==> config.mk <==
export PLATFORM = sky130hd
export DESIGN_NAME = nmea_header_field_splitter_core
export DESIGN_NICKNAME = d
export VERILOG_FILES = /design/src/sv/nhfs_pkg.sv /design/src/sv/nhfs_buf.sv /design/src/sv/nhfs_match.sv /design/src/sv/nmea_header_field_splitter_core.sv
export SDC_FILE = /design/constraint.sdc
export NUM_CORES = 1
export LEC_CHECK = 0
export BUFFER_PORTS_ARGS = -buffer_cell sky130_fd_sc_hd__buf_2
export CAP_MARGIN = 5
export CORE_MARGIN = 1
export CORE_UTILIZATION = 50
export CTS_CLUSTER_DIAMETER = 40
export CTS_CLUSTER_SIZE = 10
export DETAILED_ROUTE_END_ITERATION = 8
export PLACE_DENSITY_LB_ADDON = 0.2
export SLEW_MARGIN = 20
export SYNTH_ARGS = -nofsm -noshare
export SYNTH_HDL_FRONTEND = slang
export SYNTH_HIERARCHICAL = 1
export SYNTH_SLANG_ARGS = --single-unit
==> constraint.sdc <==
create_clock -name i_clk -period 9.7 [get_ports i_clk]
set_input_delay 0.97 -clock i_clk [delete_from_list [all_inputs] [get_ports i_clk]]
set_output_delay 0.97 -clock i_clk [all_outputs]
set_load 0.02 [all_outputs]
==> src/sv/nhfs_pkg.sv <==
// Package for the NMEA header field splitter: controller state type, the
// match unit control word type and shared constants. No dependencies.
`default_nettype none

package nhfs_pkg;

    localparam int BUFFER_DEPTH_DEF = 64;
    localparam int WINDOW_DEF       = 16;
    localparam int HDR_MAX_LEN      = 8;

    localparam logic [7:0] COMMA_CHAR = 8'h2C;

    localparam logic [1:0] CFG_HDR_CHARS = 2'd0;
    localparam logic [1:0] CFG_HDR_LEN   = 2'd1;
    localparam logic [1:0] CFG_FIELD_CNT = 2'd2;

    localparam logic [63:0] HDR_CHARS_RST = 64'd0;
    localparam logic [3:0]  HDR_LEN_RST   = 4'd6;
    localparam logic [5:0]  FIELD_CNT_RST = 6'd12;

    typedef enum logic [2:0] {
        S_IDLE,
        S_OVF,
        S_SRCH,
        S_SCAN,
        S_CHECK,
        S_EMIT_RD,
        S_EMIT_OUT
    } t_state;

    typedef struct packed {
        logic shift;
        logic cnt_ok;
    } t_match_ctl;

endpackage

`default_nettype wire

==> src/sv/nhfs_buf.sv <==
// Sentence buffer: circular byte memory addressed by a logical index plus
// a base offset, one write and one registered read per cycle. Uses nhfs_pkg.
`default_nettype none

module nhfs_buf
    import nhfs_pkg::*;
#(
    parameter int DEPTH = BUFFER_DEPTH_DEF
) (
    input  wire logic                     i_clk,
    input  wire logic [$clog2(DEPTH)-1:0] i_base,
    input  wire logic                     i_wr_en,
    input  wire logic [$clog2(DEPTH)-1:0] i_wr_idx,
    input  wire logic [7:0]               i_wr_data,
    input  wire logic                     i_rd_en,
    input  wire logic [$clog2(DEPTH)-1:0] i_rd_idx,
    output logic      [7:0]               o_rd_data
);

    localparam int AW = $clog2(DEPTH);

    logic [7:0]    r_mem [DEPTH];
    logic [7:0]    r_rd_data;
    logic [AW:0]   wr_sum;
    logic [AW:0]   rd_sum;
    logic [AW-1:0] wr_addr;
    logic [AW-1:0] rd_addr;

    assign wr_sum  = {1'b0, i_base} + {1'b0, i_wr_idx};
    assign rd_sum  = {1'b0, i_base} + {1'b0, i_rd_idx};
    assign wr_addr = (wr_sum >= (AW+1)'(DEPTH)) ? AW'(wr_sum - (AW+1)'(DEPTH)) : AW'(wr_sum);
    assign rd_addr = (rd_sum >= (AW+1)'(DEPTH)) ? AW'(rd_sum - (AW+1)'(DEPTH)) : AW'(rd_sum);

    always_ff @(posedge i_clk) begin
        if (i_wr_en) begin
            r_mem[wr_addr] <= i_wr_data;
        end
        if (i_rd_en) begin
            r_rd_data <= r_mem[rd_addr];
        end
    end

    assign o_rd_data = r_rd_data;

endmodule

`default_nettype wire

==> src/sv/nhfs_match.sv <==
// Header match unit: a window of the most recent buffer bytes compared
// against the configured header, one buffer byte per shift. Uses nhfs_pkg.
`default_nettype none

module nhfs_match
    import nhfs_pkg::*;
(
    input  wire logic        i_clk,
    input  wire t_match_ctl  i_ctl,
    input  wire logic [7:0]  i_data,
    input  wire logic [63:0] i_hdr_chars,
    input  wire logic [3:0]  i_hdr_len,
    output logic             o_hit
);

    logic [7:0] r_win [HDR_MAX_LEN-1];
    logic [7:0] win_cur [HDR_MAX_LEN];
    logic       hit;

    always_comb begin
        win_cur[0] = i_data;
        for (int k = 1; k < HDR_MAX_LEN; k++) begin
            win_cur[k] = r_win[k-1];
        end
    end

    always_ff @(posedge i_clk) begin
        if (i_ctl.shift) begin
            r_win[0] <= i_data;
            for (int k = 1; k < HDR_MAX_LEN - 1; k++) begin
                r_win[k] <= r_win[k-1];
            end
        end
    end

    // Header character j sits len-1-j places behind the newest byte.
    always_comb begin
        logic [2:0] sel;
        sel = 3'd0;
        hit = i_ctl.cnt_ok;
        for (int j = 0; j < HDR_MAX_LEN; j++) begin
            if (4'(j) < i_hdr_len) begin
                sel = 3'(i_hdr_len - 4'(j) - 4'd1);
                if (i_hdr_chars[8*j +: 8] != win_cur[sel]) begin
                    hit = 1'b0;
                end
            end
        end
    end

    assign o_hit = hit && i_ctl.shift;

endmodule

`default_nettype wire

==> src/sv/nmea_header_field_splitter_core.sv <==
// Top level of the NMEA header field splitter: controller, configuration
// registers and output register. Uses nhfs_pkg, nhfs_buf and nhfs_match.
//
//   Channel  | Handshake                  | Word
//   ---------+----------------------------+------------------------------------------
//   input    | i_in_valid / o_in_ready    | i_rx_byte
//   output   | o_out_valid / i_out_ready  | o_char_out, o_field_index, o_field_end,
//            |                            | o_last, o_overflow
//   config   | i_cfg_valid / o_cfg_ready  | i_cfg_index, i_cfg_data
//
// Once the header is seen, each byte is appended and checked in S_CHECK. On reaching
// the search window, the controller issues one buffer read per cycle, first for the
// header search, then for the comma count of the kept bytes. Emitting a sentence reads
// each byte through the single buffer read port (S_EMIT_RD, then S_EMIT_OUT) and waits
// on output stalls. Reset clears control state and restores the configuration registers; no buffer clearing pass.
`default_nettype none

module nmea_header_field_splitter_core
    import nhfs_pkg::*;
#(
    parameter int BUFFER_DEPTH = BUFFER_DEPTH_DEF,
    parameter int WINDOW       = WINDOW_DEF
) (
    input  wire logic        i_clk,
    input  wire logic        i_rst_n,
    input  wire logic        i_in_valid,
    output logic             o_in_ready,
    input  wire logic [7:0]  i_rx_byte,
    output logic             o_out_valid,
    input  wire logic        i_out_ready,
    output logic      [7:0]  o_char_out,
    output logic      [5:0]  o_field_index,
    output logic             o_field_end,
    output logic             o_last,
    output logic             o_overflow,
    input  wire logic        i_cfg_valid,
    output logic             o_cfg_ready,
    input  wire logic [1:0]  i_cfg_index,
    input  wire logic [63:0] i_cfg_data
);

    localparam int AW = $clog2(BUFFER_DEPTH);
    localparam int FW = $clog2(BUFFER_DEPTH + 1);

    t_state        r_state, n_state;
    logic [FW-1:0] r_fill, n_fill;
    logic          r_seen, n_seen;
    logic [AW-1:0] r_base, n_base;
    logic [FW-1:0] r_idx, n_idx;
    logic          r_pv, n_pv;
    logic [AW-1:0] r_pidx, n_pidx;
    logic [FW-1:0] r_commas, n_commas;
    logic [AW-1:0] r_lastc, n_lastc;
    logic [5:0]    r_field, n_field;

    logic [63:0]   r_hdr_chars;
    logic [3:0]    r_hdr_len;
    logic [5:0]    r_field_cnt;

    logic          r_out_valid, n_out_valid;
    logic [7:0]    r_char_out, n_char_out;
    logic [5:0]    r_field_index, n_field_index;
    logic          r_field_end, n_field_end;
    logic          r_last, n_last;
    logic          r_overflow, n_overflow;

    logic          acc_in;
    logic          full;
    logic [FW-1:0] fill_inc;
    logic          slot_free;
    logic          issue;
    logic          stream_end;
    logic [3:0]    len_eff;
    logic [FW-1:0] pidx_inc;
    logic [AW-1:0] pos;
    logic          hit;
    logic [7:0]    rd_data;
    logic          rd_comma;
    logic          rd_en;
    logic          wr_en;
    logic          emit_go;
    logic          at_last;
    logic          below_window;
    t_match_ctl    match_ctl;

    assign acc_in       = i_in_valid && o_in_ready;
    assign full         = (r_fill == FW'(BUFFER_DEPTH));
    assign fill_inc     = r_fill + FW'(1);
    assign below_window = (int'(fill_inc) < WINDOW);
    assign slot_free    = !r_out_valid || i_out_ready;
    assign issue        = (r_idx < r_fill);
    assign stream_end   = !r_pv && !issue;
    assign len_eff      = (r_hdr_len > 4'd8) ? 4'd8 : r_hdr_len;
    assign pidx_inc     = FW'(r_pidx) + FW'(1);
    assign pos          = AW'(pidx_inc - FW'(len_eff));
    assign rd_comma     = (rd_data == COMMA_CHAR);
    assign emit_go      = ({1'b0, r_field_cnt} <= 7'(r_commas));
    assign at_last      = (r_idx[AW-1:0] == r_lastc);

    assign wr_en = acc_in && !full;
    assign rd_en = (((r_state == S_SRCH) || (r_state == S_SCAN)) && issue)
                   || (r_state == S_EMIT_RD);

    assign match_ctl = '{shift:  (r_state == S_SRCH) && r_pv,
                         cnt_ok: (pidx_inc >= FW'(len_eff))};

    nhfs_buf #(
        .DEPTH(BUFFER_DEPTH)
    ) u_buf (
        .i_clk     (i_clk),
        .i_base    (r_base),
        .i_wr_en   (wr_en),
        .i_wr_idx  (r_fill[AW-1:0]),
        .i_wr_data (i_rx_byte),
        .i_rd_en   (rd_en),
        .i_rd_idx  (r_idx[AW-1:0]),
        .o_rd_data (rd_data)
    );

    nhfs_match u_match (
        .i_clk       (i_clk),
        .i_ctl       (match_ctl),
        .i_data      (rd_data),
        .i_hdr_chars (r_hdr_chars),
        .i_hdr_len   (len_eff),
        .o_hit       (hit)
    );

    always_comb begin
        n_state = r_state;
        case (r_state)
            S_IDLE: begin
                if (acc_in) begin
                    if (full) begin
                        n_state = S_OVF;
                    end else if (r_seen) begin
                        n_state = S_CHECK;
                    end else if (!below_window) begin
                        n_state = (len_eff == 4'd0) ? S_SCAN : S_SRCH;
                    end
                end
            end
            S_OVF: begin
                if (slot_free) begin
                    n_state = S_IDLE;
                end
            end
            S_SRCH: begin
                if (hit) begin
                    n_state = S_SCAN;
                end else if (stream_end) begin
                    n_state = S_IDLE;
                end
            end
            S_SCAN: begin
                if (stream_end) begin
                    n_state = S_CHECK;
                end
            end
            S_CHECK: begin
                if (emit_go && (r_commas != '0)) begin
                    n_state = S_EMIT_RD;
                end else begin
                    n_state = S_IDLE;
                end
            end
            S_EMIT_RD: begin
                n_state = S_EMIT_OUT;
            end
            S_EMIT_OUT: begin
                if (slot_free) begin
                    n_state = at_last ? S_IDLE : S_EMIT_RD;
                end
            end
            default: begin
                n_state = S_IDLE;
            end
        endcase
    end

    always_comb begin
        n_fill        = r_fill;
        n_seen        = r_seen;
        n_base        = r_base;
        n_idx         = r_idx;
        n_pv          = r_pv;
        n_pidx        = r_pidx;
        n_commas      = r_commas;
        n_lastc       = r_lastc;
        n_field       = r_field;
        n_out_valid   = r_out_valid && !i_out_ready;
        n_char_out    = r_char_out;
        n_field_index = r_field_index;
        n_field_end   = r_field_end;
        n_last        = r_last;
        n_overflow    = r_overflow;
        case (r_state)
            S_IDLE: begin
                if (acc_in) begin
                    if (full) begin
                        n_fill   = '0;
                        n_seen   = 1'b0;
                        n_base   = '0;
                        n_commas = '0;
                    end else begin
                        n_fill = fill_inc;
                        if (r_seen) begin
                            if (i_rx_byte == COMMA_CHAR) begin
                                n_commas = r_commas + FW'(1);
                                n_lastc  = r_fill[AW-1:0];
                            end
                        end else if (!below_window) begin
                            n_idx    = '0;
                            n_pv     = 1'b0;
                            n_commas = '0;
                            if (len_eff == 4'd0) begin
                                n_seen = 1'b1;
                            end
                        end
                    end
                end
            end
            S_OVF: begin
                if (slot_free) begin
                    n_out_valid   = 1'b1;
                    n_char_out    = '0;
                    n_field_index = '0;
                    n_field_end   = 1'b0;
                    n_last        = 1'b0;
                    n_overflow    = 1'b1;
                end
            end
            S_SRCH: begin
                n_pv   = issue;
                n_pidx = r_idx[AW-1:0];
                if (issue) begin
                    n_idx = r_idx + FW'(1);
                end
                if (hit) begin
                    n_base   = pos;
                    n_fill   = r_fill - FW'(pos);
                    n_seen   = 1'b1;
                    n_idx    = '0;
                    n_pv     = 1'b0;
                    n_commas = '0;
                end else if (stream_end) begin
                    n_fill = '0;
                end
            end
            S_SCAN: begin
                n_pv   = issue;
                n_pidx = r_idx[AW-1:0];
                if (issue) begin
                    n_idx = r_idx + FW'(1);
                end
                if (r_pv && rd_comma) begin
                    n_commas = r_commas + FW'(1);
                    n_lastc  = r_pidx;
                end
            end
            S_CHECK: begin
                n_idx   = '0;
                n_field = '0;
                if (emit_go && (r_commas == '0)) begin
                    n_fill   = '0;
                    n_seen   = 1'b0;
                    n_base   = '0;
                    n_commas = '0;
                end
            end
            S_EMIT_RD: begin
            end
            S_EMIT_OUT: begin
                if (slot_free) begin
                    n_out_valid   = 1'b1;
                    n_char_out    = rd_data;
                    n_field_index = r_field;
                    n_field_end   = rd_comma;
                    n_last        = at_last;
                    n_overflow    = 1'b0;
                    n_field       = r_field + 6'(rd_comma);
                    n_idx         = r_idx + FW'(1);
                    if (at_last) begin
                        n_fill   = '0;
                        n_seen   = 1'b0;
                        n_base   = '0;
                        n_commas = '0;
                    end
                end
            end
            default: begin
            end
        endcase
    end

    always_ff @(posedge i_clk) begin
        if (!i_rst_n) begin
            r_state     <= S_IDLE;
            r_fill      <= '0;
            r_seen      <= 1'b0;
            r_base      <= '0;
            r_pv        <= 1'b0;
            r_commas    <= '0;
            r_out_valid <= 1'b0;
            r_hdr_chars <= HDR_CHARS_RST;
            r_hdr_len   <= HDR_LEN_RST;
            r_field_cnt <= FIELD_CNT_RST;
        end else begin
            r_state     <= n_state;
            r_fill      <= n_fill;
            r_seen      <= n_seen;
            r_base      <= n_base;
            r_pv        <= n_pv;
            r_commas    <= n_commas;
            r_out_valid <= n_out_valid;
            if (i_cfg_valid && o_cfg_ready) begin
                case (i_cfg_index)
                    CFG_HDR_CHARS: r_hdr_chars <= i_cfg_data;
                    CFG_HDR_LEN:   r_hdr_len   <= i_cfg_data[3:0];
                    CFG_FIELD_CNT: r_field_cnt <= i_cfg_data[5:0];
                    default: begin
                    end
                endcase
            end
        end
    end

    always_ff @(posedge i_clk) begin
        r_idx         <= n_idx;
        r_pidx        <= n_pidx;
        r_lastc       <= n_lastc;
        r_field       <= n_field;
        r_char_out    <= n_char_out;
        r_field_index <= n_field_index;
        r_field_end   <= n_field_end;
        r_last        <= n_last;
        r_overflow    <= n_overflow;
    end

    assign o_in_ready    = (r_state == S_IDLE);
    assign o_cfg_ready   = 1'b1;
    assign o_out_valid   = r_out_valid;
    assign o_char_out    = r_char_out;
    assign o_field_index = r_field_index;
    assign o_field_end   = r_field_end;
    assign o_last        = r_last;
    assign o_overflow    = r_overflow;

endmodule

`default_nettype wire

# ---- Word level (Yosys, flattened, before mapping)
# Memory sizes are Yosys's and may differ from the RTL's. A register that Yosys moved wholly into a read port is not among the register bits.
# Cells that the tools add are included.
dict set report word_totals {
  register_bits 142
  latchBits 0
  ramBits 568
  mem_bits_ro 0
  out_inout_bits 20
  n_memories 2
}
# memory words word_bits rd rd_clocked_by_memory_dff write_ports line_no
set mem_list {}
lappend mem_list {u_buf.r_mem 64 8 1 1 1 nhfs_buf.sv:22} ;# logic [7:0] r_mem [DEPTH];
lappend mem_list {u_match.r_win 7 8 7 0 7 nhfs_match.sv:16} ;# logic [7:0] r_win [HDR_MAX_LEN-1];
dict set report classes {
  n_addsub 25
  n_mul 0
  div_mod_pow 0
  n_lt_le_gt_ge 23
  n_eq_ne 37
  shift 0
  muxes 129
  n_bitwise 8
  reduce_logical 44
}
# cell count
set op_table {}
lappend op_table {{$bmux W8 S3} 8}
lappend op_table {{$mux W8} 18}
lappend op_table {{$mux W7} 20}
lappend op_table {{$mux W6} 16}
lappend op_table {{$pmux W7 S5} 2}
lappend op_table {{$ne A8 B8 Y1} 8}
lappend op_table {{$mux W1} 41}
lappend op_table {{$pmux W6 S2} 3}
lappend op_table {{$mux W3} 11}
lappend op_table {{$ge A4 B4 Y1 const B} 8}
lappend op_table {{$not A3 Y4} 8}
lappend op_table {{$reduce_and A6 Y1} 5}
lappend op_table {{$pmux W7 S4} 1}
lappend op_table {{$pmux W6 S4} 1}
lappend op_table {{$sub A3 B1 Y3 const B} 8}
lappend op_table {{$add A7 B1 Y7 const B} 3}
lappend op_table {{$pmux W3 S7} 1}
lappend op_table {{$ne A2 B2 Y1 const B} 9}
lappend op_table {{$eq A8 B6 Y1 const B} 2}
lappend op_table {{$lt A3 B4 Y1 const A} 4}
lappend op_table {{$pmux W8 S2} 1}
lappend op_table {{$add A6 B6 Y7} 2}
lappend op_table {{$ge A7 B7 Y1 const B} 2}
lappend op_table {{$sub A3 B3 Y3 const B} 4}
lappend op_table {{46 further kinds} 80}

# ---- Depth between registers and ports, before layout
# Gate-level depths: netlist (run 1).
dict set report logic_depth {
  ltp_word 27
  ltp_mapped 26
  depth_no_buf 19
}

# ---- Hierarchy
# Netlist (run 1), hierarchy kept.
# mod n_inst cells_per_inst area_each_um2
set modules_own_cells {}
lappend modules_own_cells {nhfs_buf 1 1013 20653.6}
lappend modules_own_cells {nmea_header_field_splitter_core 1 797 7060.5}
lappend modules_own_cells {nhfs_match 1 373 5277.6}

# ---- Worst setup path after synthesis (run 1)
# OpenSTA, ideal clock, no wires.
dict set report synth_timing {
  kind {reg2reg}
  startpoint {reg r_hdr_len[3]}
  endpoint {reg r_commas[5]}
  arrival_ps 5110
  required_ps 9604
  setup_slack_ps 4494
  stages_incl_launch_ff 26
  synth_period_minus_slack_ps 5206
  cell_sequence {dfxtp_1 -> inv_1 -> nand2_1 -> inv_1 -> buf_2 -> buf_2 -> buf_2 -> inv_1 -> ha_1 -> buf_4 -> buf_6 -> buf_2 -> buf_2 -> mux4_2 -> xor2_1 -> nor4_1 -> nand2_1 -> a31oi_1 -> o211ai_1 -> nor4_2 -> nor2_1 -> a221oi_2 -> o2111ai_2 -> or2_0 -> buf_2 -> o41ai_2}
}
dict set report synth_via {
  elab_chain_len 27
  word_cells_on_any_way 84
  cone_classes {add/sub: 14; order compare: 10; eq/ne: 9; mux: 41; bitwise: 8; reduce/logical: 2}
}
# item line_no
set synth_rtl {}
lappend synth_rtl {{start, declared} nmea_header_field_splitter_core.sv:57} ;# logic [3:0] r_hdr_len;
lappend synth_rtl {{start signal, assigned} nmea_header_field_splitter_core.sv:319} ;# CFG_HDR_LEN: r_hdr_len <= i_cfg_data[3:0];
lappend synth_rtl {{$gt A4 B4 Y1 *} nmea_header_field_splitter_core.sv:93} ;# assign len_eff = (r_hdr_len > 4'd8) ? 4'd8 : r_hdr_len;
lappend synth_rtl {{$mux W4 *} nmea_header_field_splitter_core.sv:93}
lappend synth_rtl {{named net len_eff[1]} nmea_header_field_splitter_core.sv:73} ;# logic [3:0] len_eff;
lappend synth_rtl {{parallel branches: the longest is 21 deep, another holds $sub A3 B1 Y3} -}
lappend synth_rtl {{$mux W1 *} nhfs_match.sv:42} ;# if (4'(j) < i_hdr_len) begin
lappend synth_rtl {{$logic_and A1 B1 Y1 *} nhfs_match.sv:51} ;# assign o_hit = hit && i_ctl.shift;
lappend synth_rtl {{named net hit} nmea_header_field_splitter_core.sv:76} ;# logic hit;
lappend synth_rtl {{$ne A2 B2 Y1 (no source line) *} -}
lappend synth_rtl {{$reduce_and A9 Y1 (no source line) *} -}
lappend synth_rtl {{end signal, assigned} nmea_header_field_splitter_core.sv:314} ;# r_commas <= n_commas;
lappend synth_rtl {{end, declared} nmea_header_field_splitter_core.sv:52} ;# logic [FW-1:0] r_commas, n_commas;
# Mark *: on every way through the listed nets, which the timed path passes. The select of a mux whose other input is x is not followed.
# A chain may end at the register's enable or synchronous reset.

# ---- Final worst setup path (run 1)
# Same ends and word-level chain as after synthesis.

==> results of run 1 <==
worst max-delay path by stage:
stage                       startpoint     endpoint  slack [ps]  cells after the start
after floorplan           r_hdr_len[3]  r_commas[5]        4490                     25
after global placement    r_hdr_len[3]  r_commas[5]        3010                     19
after detailed placement  r_hdr_len[3]  r_commas[5]        2870                     19
after CTS                 r_hdr_len[3]  r_commas[5]        2850                     19
after global routing      r_hdr_len[3]  r_commas[5]        2370                     19
final                     r_hdr_len[3]  r_commas[5]        2910                     20
stage by stage:
stage	total power [mW]	util
floorplan	5.79	-
global placement	6.60	0.529
detailed placement	6.64	0.529
CTS	10.2	0.581
global route	10.6	0.581
finish	10.1	0.581
routing by layer:
metal  GRT usage  part of all wire
met1       0.331              0.42
met5           0                 0
met4      0.0797             0.029
met2       0.394              0.49
met3      0.0392             0.063
state kept, by name, indices dropped and copies added (netlist names), 7 cells and up:
register,cells
u_buf/r_mem,512
r_hdr_chars,64
u_match/r_win,56
o_char_out,8
u_buf/o_rd_data,8
r_commas,7
r_fill,7
r_idx,7
layout by cell type (no fill, tap or decap), drive strengths merged, types with 73 or more instances in the layout:
cell,count
edfxtp,618
nand2,266
mux4,200
buf,129
clkbuf,125
nor2,119
mux2i,108
dfxtp,100
a21oi,99
xnor2,73
area by class of cell:
cell class,count,area share
clock buffer,125,0.0732
clock inverter,53,0.0150
inverter,38,0.00379
multi-input combinational,1317,0.314
sequential,718,0.546
tap,855,0.0284
timing repair buffer,129,0.0196
cell usage after synthesis, types with 11 or more instances:
cell,instances,area (um^2)
nand4_1,25,156
xnor2_1,72,631
edfxtp_1,618,18600
mux4_2,200,4500
xor2_1,53,464
nand3_1,52,260
nor3_1,19,95.1
clkbuf_1,54,203
buf_2,19,95.1
and3_1,11,68.8
nor2_1,119,447
ha_1,43,538
and2_1,23,144
dfxtp_1,100,2000
mux2i_1,108,1080
buf_4,19,143
inv_1,36,135
o21ai_0,32,160
nand2_1,266,998
a21oi_1,98,490
worst reg2reg max path: cells and delay by family (launching register included):
family                   cells  cell delay [ps]
flip-flops                   1              450
XOR/XNOR                     1              160
AO/OA/AOI/OAI                6             1270
multiplexers                 1              400
AND/OR/NAND/NOR              6             2210
buffers and inverters        5             1430
adder cells (fa/ha/maj)      1              790
cells by family (layout without fill, tap and decap cells):
group | count (synthesis) | count (layout) | synth area share
buf+inv | 148 | 345 | 0.0215
compound gates | 259 | 259 | 0.0525
other cells | 1 | 1 | 0.000114
flops | 718 | 718 | 0.623
fa+ha+maj | 47 | 47 | 0.0187
mux | 311 | 311 | 0.170
xor+xnor | 128 | 128 | 0.0347
simple gates | 571 | 571 | 0.0790
power breakdown:
part | leakage (nW) | internal [mW] | switching [mW] | total (mW)
Combinational | 4.87 | 1.19 | 1.67 | 2.86
Clock | 1.59 | 2.16 | 1.38 | 3.54
Sequential | 6.40 | 3.53 | 0.195 | 3.73
Total | 12.9 | 6.88 | 3.24 | 10.1
==> impl_metrics.yaml, run 1 <==
cells_and_area:
  nNetsFinal: 2435
  drive_gt1_frac: 0.223
  num-fill-cells: 4937
  area_growth_syn_to_layout_pct: 14.1
  antenna_cells: 0
  final_cells: 3235
  stdcell_area_um2: 37600
  seq_area_um2: 20600
  multi_input_area_um2: 11800
placement:
  place_congestion: 0.924
  place_ws_ps: 2870
  placed_cells: 3057
  dp_hpwl_um: 51400
  io_buffers: 97
  dpl_cell_area_um2: 34300
routing:
  drt_iter0_markers: 1912
  ant_nets: 0
  vias: 19645
  wire_per_inst_um: 24.8
  drcViolationCount: 0
  viasPerCell: 6.07
  first_pass_iters: 5
  routed_wl_um: 80100
synth:
  synth_edf_count: 618
  yosysWarningCount: 6
  ys_seq_elements: 718
  syn_nets: 2309
  avgSynthCellArea_um2: 15.1
  ys.flop_type: "edfxtp_1"
  synthArstFlopShare: 0
  syn-cell-area_um2: 33000
  ys_types: 91
  syn_inst: 2183
  synth-seq-area-share: 0.623
flow_run:
  cap_viol_max_count: 0
setup_path:
  worstPathRequired_ps: 10260
  ff2ff_setup_slack_ps: 2910
  timing.rr.end: "r_commas[5]"
  crit_slowest_cell: "ha_2"
  path_class: "reg -> reg"
  crit_arrival_ps: 7340
  endpoint_kind: "flip-flop"
  reg2reg_depth: 20
  path_max_fanout: 43
  rr_startpoint: "r_hdr_len[3]"
  crit_buf_inv: 5
  path_cells: "inv_1, nand2_1, inv_2, buf_4, inv_1, ha_2, buf_4, mux4_2, xor2_1, or4_4, nor4_4, o21ai_2, a21oi_2, o211ai_1, nor4_2, nor2_1, a221oi_2, o2111ai_2, or2_0, o41ai_2"
  cp_slowest_stage_delay_ps: 790
  critPathTopFamily: "simple AND/OR/NAND/NOR gates"
  start_kind: "flip-flop"
timing:
  fmax_mhz: 147
  rsz0062_at_grt: "false"
  fin_skew_ps: 48.4
  fin_ws_ps: 2910
  setup_viol: 0
  fin_crit_sh: 0.700
  hold_viol_final: 0
  relSlewSlack: 0.300
  tns_ps: 0
  holdWs_ps: 473
  tightest_slew_ps: 1050
  finalCriticalPeriod_ps: 6790
  drv_slew: 0
global_route:
  grt_pass1_vias: 19710
  grtUsageTotal: 0.241
  antenna_found_initial: 0
  grt_max_degree: 109
  overflow: 0
  grt_first_pass_wirelength_um: 121000
floorplanning:
  core_um2: 64800
  initial_utilization: 0.509
  io_pins: 99
  die_y_um: 259
  dieArea_um2: 67000
  rows: 93
  die_x_um: 259
power_and_ir_drop:
  peakVddDrop_v: 0.000302
  power.leakage_nw: 12.9
  power_density_nw_per_um2: 269
clock_tree:
  cts.sinks: 718
  cts_setup_buffers: 0
  cts_buffers: 105
  ctsResizeCount: 0
  insertion_delay_ps: 680
  cts_tree: "yes"
  cts_root_buf: "clkbuf_16"
  cts.path.max_buffers: 3
  h-tree-depth: 3
  ctsHoldBuffers: 0
  cts.clk_slew.worst_paths_ps: 50
min_path:
  min_from: "r_hdr_chars[27]"
  holdCritPathClass: "reg -> reg"
  whs_path_depth: 2
  hold_path_end: "r_hdr_chars[27]"
outcome:
  status: "finished, final reports clean"
Power figures use the tool's default switching activity.
==> inputs of run 2 (changes only) <==
==> constraint.sdc (replaced) <==
create_clock -name i_clk -period 6.3 [get_ports i_clk]
set_input_delay 0.63 -clock i_clk [delete_from_list [all_inputs] [get_ports i_clk]]
set_output_delay 0.63 -clock i_clk [all_outputs]
set_load 0.02 [all_outputs]
==> run 2 against run 1 <==
Utilization decreased by 0.096 points. Design area decreased by 0.17%. Critical path depth decreased by 4. Via count increased by 0.65%. Global-route usage increased by 0.15 points. Wire length increased by 0.57%. Register-to-register slack got worse by 2200 ps. Non-clock buffer count increased by 3. Combinational power increased by 55%. Fmax increased by 21%. First-iteration DRC count decreased by 15%. Sequential cell count unchanged. Critical endpoint unchanged. Largest power group unchanged.
==> impl_metrics.yaml, run 2 (synthesis results as in run 1) <==
power_and_ir_drop:
  power_density_nw_per_um2: 413
  peakVddDrop_v: 0.000302
  power.leakage_nw: 12.8
min_path:
  min_from: "i_cfg_data[23]"
  hold_path_end: "r_hdr_chars[23]"
  holdCritPathClass: "in -> reg"
  whs_path_depth: 3
global_route:
  antenna_found_initial: 1
  grt_first_pass_wirelength_um: 122000
  overflow: 0
  grt_max_degree: 82
  grt_pass1_vias: 19792
  grtUsageTotal: 0.243
setup_path:
  endpoint_kind: "flip-flop"
  timing.rr.end: "r_commas[5]"
  reg2reg_depth: 16
  start_kind: "flip-flop"
  startpoint: "r_hdr_len[3]"
  path_class: "reg -> reg"
  crit_arrival_ps: 6150
  path_max_fanout: 23
  rr_startpoint: "r_hdr_len[3]"
  worstPathRequired_ps: 6830
  ff2ff_setup_slack_ps: 680
clock_tree:
  cts_root_buf: "clkbuf_16"
  insertion_delay_ps: 670
  h-tree-depth: 3
  cts_buffers: 99
  ctsHoldBuffers: 0
  ctsResizeCount: 0
  cts_tree: "yes"
  cts.sinks: 718
  cts.path.max_buffers: 3
  cts.clk_slew.worst_paths_ps: 50
  cts_setup_buffers: 0
timing:
  fmax_mhz: 178
  setup_viol: 0
  drv_slew: 0
  finalCriticalPeriod_ps: 5620
  rsz0062_at_grt: "false"
  tightest_slew_ps: 1130
  fin_crit_sh: 0.892
  fin_skew_ps: 44.2
  tns_ps: 0
  hold_viol_final: 0
  relSlewSlack: 0.247
  fin_ws_ps: 683
floorplanning:
  rows: 93
  die_y_um: 259
  core_um2: 64800
  dieArea_um2: 67000
  initial_utilization: 0.509
  io_pins: 99
  die_x_um: 259
routing:
  drt_iter0_markers: 1616
  vias: 19772
  wire_per_inst_um: 25.0
  ant_nets: 0
  first_pass_iters: 5
  viasPerCell: 6.13
  routed_wl_um: 80600
  drcViolationCount: 0
cells_and_area:
  area_growth_syn_to_layout_pct: 13.9
  largest_register: "u_buf/r_mem"
  final_cell_mix: "edfxtp_1, nand2_1, mux4_2, nor2_1, mux2i_1"
  postLayoutCoreUtil: 0.580
  final_common_cell: "edfxtp_1"
  antenna_cells: 0
  top_regs: "u_buf/r_mem (512), r_hdr_chars (64), u_match/r_win (56)"
  nNetsFinal: 2432
  largest_reg_flops: 512
  num-fill-cells: 4954
  drive_gt1_frac: 0.218
outcome:
  status: "finished, final reports clean"
placement:
  dp_hpwl_um: 51800
  io_buffers: 97
  place_congestion: 0.917
  place_ws_ps: 358
flow_run:
  cap_viol_max_count: 0
run 2: changes by cell type in the layout (fill, tap and decap cells not counted), moves of 2 or more:
cell | previous run | this run
buf_12 | 1 | 4
bufinv_16 | 5 | 7
clkbuf_16 | 106 | 103
clkbuf_8 | 3 | 1
clkinv_2 | 10 | 6
clkinv_4 | 9 | 6
clkinvlp_4 | 8 | 5
inv_6 | 5 | 3
run 2: worst max path at each step:
stage | cells after the start | to | slack (ps)
2_1_floorplan | 25 | r_commas[5] | 1090
3_3_place_gp | 17 | r_commas[5] | 490
3_5_place_dp | 17 | r_commas[5] | 360
4_1_cts | 17 | r_commas[5] | 250
5_1_grt | 18 | r_commas[5] | 230
6_report | 16 | r_commas[5] | 680
run 2: report_power, final:
part           switching, mW  total (mW)  internal [mW]
logic                   2.58        4.44           1.87
registers              0.302        5.74           5.44
clock network           2.06        5.34           3.28
total                   4.94        15.5           10.6
run 2: final cells by class:
class / instances / area, um^2 / area share
sequential: 718 / 20600 / 0.547
multi-input combinational: 1317 / 11800 / 0.314
clock buffer: 121 / 2660 / 0.0707
tap: 855 / 1070 / 0.0285
inverter: 38 / 143 / 0.00380
timing repair buffer: 132 / 798 / 0.0212
clock inverter: 43 / 538 / 0.0143
run 2: per-layer routing:
layer / share of wire / track usage / wire length [um] / up-vias
met1: 0.41 / 0.326 / 33000 / 10135
met2: 0.49 / 0.397 / 39500 / 745
met3: 0.068 / 0.0481 / 5450 / 169
met4: 0.032 / 0.0819 / 2600 / 0
li1: - / - / - / 8723
met5: 0 / 0 / 0 / -
run 2: metrics by stage:
| step | hold slack, ps | cells | total power [mW] | cell area, um^2 |
|---|---|---|---|---|
| after CTS | 174 | 3224 | 15.6 | 37600 |
| after floorplan | 445 | 2183 | 8.91 | 33000 |
| after global routing | 188 | 3224 | 16.2 | 37600 |
| after global placement | 463 | 3060 | 10.2 | 34400 |
| final | 206 | 3224 | 15.5 | 37600 |
| after detailed placement | 465 | 3060 | 10.3 | 34400 |
run 2: worst max-delay path: stages, from the launching register on:
cell and delay, ps:
dfxtp_1 580, nor2b_4 90, inv_2 240, ha_2 610
buf_4 310, mux4_2 520, mux2i_1 170, xnor2_1 90
nor4_1 200, nand4_1 180, o41a_1 480, nor4_4 510
nor2_1 200, a221oi_2 230, o2111ai_2 310, or2_0 420
o41ai_2 320
==> inputs of run 3 (changes only) <==
--- a/config.mk
+++ b/config.mk
@@ -7,8 +7,10 @@
 export LEC_CHECK = 0
 export BUFFER_PORTS_ARGS = -buffer_cell sky130_fd_sc_hd__buf_2
 export CAP_MARGIN = 5
+export CELL_PAD_IN_SITES_DETAIL_PLACEMENT = 1
+export CELL_PAD_IN_SITES_GLOBAL_PLACEMENT = 2
 export CORE_MARGIN = 1
-export CORE_UTILIZATION = 50
+export CORE_UTILIZATION = 46
 export CTS_CLUSTER_DIAMETER = 40
 export CTS_CLUSTER_SIZE = 10
 export DETAILED_ROUTE_END_ITERATION = 8
==> run 3 against run 2 <==
First-iteration DRC count shrank 20%. Sequential share of layout area is 0.69 points lower. Total power grew 3.9%. Sequential power is essentially flat. Sequential cell count stayed put. Largest cell class unchanged.
==> impl_metrics.yaml, run 3 (synthesis results as in run 1) <==
floorplanning:
  rows: 97
  core_um2: 70500
  initial_utilization: 0.468
  die_x_um: 270
  io_pins: 99
  die_y_um: 270
  dieArea_um2: 72800
timing:
  setup_viol: 0
  tightest_slew_ps: 1050
  holdWs_ps: 204
  finalCriticalPeriod_ps: 5850
  drv_slew: 0
  fin_crit_sh: 0.929
  tns_ps: 0
  rsz0062_at_grt: "false"
  hold_viol_final: 0
  relSlewSlack: 0.300
  fin_skew_ps: 49.2
  fmax_mhz: 171
  fin_ws_ps: 448
clock_tree:
  cts_tree: "yes"
  h-tree-depth: 3
  insertion_delay_ps: 690
  ctsResizeCount: 0
  ctsHoldBuffers: 0
  cts.clk_slew.worst_paths_ps: 50
  cts_root_buf: "clkbuf_16"
  cts_setup_buffers: 0
  cts_buffers: 110
  cts.path.max_buffers: 3
  cts.sinks: 718
setup_path:
  path_max_fanout: 19
  crit_slowest_cell: "dfxtp_1"
  crit_arrival_ps: 6430
  path_class: "reg -> reg"
  endpoint_kind: "flip-flop"
  worstPathRequired_ps: 6880
  start_kind: "flip-flop"
  path_cells: "inv_1, nand2_1, inv_2, inv_1, ha_2, buf_4, mux4_2, xor2_1, or4_4, nor4_4, o21ai_2, a21oi_2, o211ai_1, nor4_2, buf_4, nor2_1, a221oi_2, o2111ai_2, or2_0, o41ai_2"
  cp_slowest_stage_delay_ps: 610
flow_run:
  cap_viol_max_count: 0
cells_and_area:
  final_cells: 3333
  nNetsFinal: 2445
  drive_gt1_frac: 0.229
  largest_reg_flops: 512
  top_regs: "u_buf/r_mem (512), r_hdr_chars (64), u_match/r_win (56)"
  num-fill-cells: 6654
  largest_register: "u_buf/r_mem"
  final_common_cell: "edfxtp_1"
  antenna_cells: 0
  area_growth_syn_to_layout_pct: 15.3
  final_cell_mix: "edfxtp_1, nand2_1, mux4_2, nor2_1, clkbuf_16"
placement:
  place_ws_ps: 470
  placed_cells: 3147
  place_congestion: 0.902
  io_buffers: 97
  dp_hpwl_um: 57800
routing:
  first_pass_iters: 5
  viasPerCell: 5.96
  drcViolationCount: 0
  wire_per_inst_um: 26.3
  vias: 19879
  drt_iter0_markers: 1288
  ant_nets: 0
  routed_wl_um: 87800
power_and_ir_drop:
  power.leakage_nw: 13.0
  finalPower_mw: 16.1
  power_density_nw_per_um2: 424
  peakVddDrop_v: 0.000279
global_route:
  antenna_found_initial: 1
  grt_max_degree: 79
  grt_first_pass_wirelength_um: 133000
  overflow: 0
  grtUsageTotal: 0.242
  grt_pass1_vias: 21240
outcome:
  status: "finished, final reports clean"
min_path:
  holdCritPathClass: "in -> reg"
==> run 3: cell types whose count changed in the layout (fill, tap and decap cells not counted), moves of 3 or more <==
cell and change:
clkinv_1 -4, clkbuf_1 -3, clkbuf_16 +10, clkinvlp_4 +3
inv_6 +4, clkinv_2 +7, buf_4 +3
==> run 3: final cells by class <==
class	instances	area [um^2]	area share
clock buffer	128	2890	0.0761
clock inverter	58	676	0.0178
inverter	38	143	0.00375
multi-input combinational	1317	11800	0.310
sequential	718	20600	0.540
tap	940	1180	0.0309
timing repair buffer	134	801	0.0210
==> run 3: final timing paths <==
path              startpoint  cells after the start               to  slack (ps)
min reg2reg  r_hdr_chars[56]                      2  r_hdr_chars[56]         470
max             r_hdr_len[3]                     20      r_commas[5]         450
min           i_cfg_data[34]                      3  r_hdr_chars[34]         200
max reg2reg     r_hdr_len[3]                     20      r_commas[5]         450
==> run 3: critical path, delay by kind of cell (launching register included) <==
family,cells,cell delay [ps]
buffers and inverters,5,890
flip-flops,1,610
multiplexers,1,380
AO/OA/AOI/OAI,6,1260
XOR/XNOR,1,160
adder cells (fa/ha/maj),1,510
AND/OR/NAND/NOR,6,1910
==> run 3: layer usage <==
metal / track usage / wire length [um] / share of wire / vias up
met2: 0.414 / 44200 / 0.50 / 593
li1: - / - / - / 8780
met4: 0.0812 / 2570 / 0.029 / 0
met1: 0.318 / 36900 / 0.42 / 10341
met3: 0.0356 / 4040 / 0.046 / 165
met5: 0 / 0 / 0 / -
==> run 3: metrics by stage <==
stage / utilization / area [um^2]
floorplan: - / 33000
global placement: 0.489 / 34500
detailed placement: 0.489 / 34500
CTS: 0.539 / 38000
global route: 0.540 / 38100
finish: 0.540 / 38100
==> run 3: power by group <==
group / switching (mW) / internal (mW)
Clock: 2.20 / 3.65
Combinational: 2.66 / 1.86
Sequential: 0.324 / 5.44
Total: 5.18 / 10.9
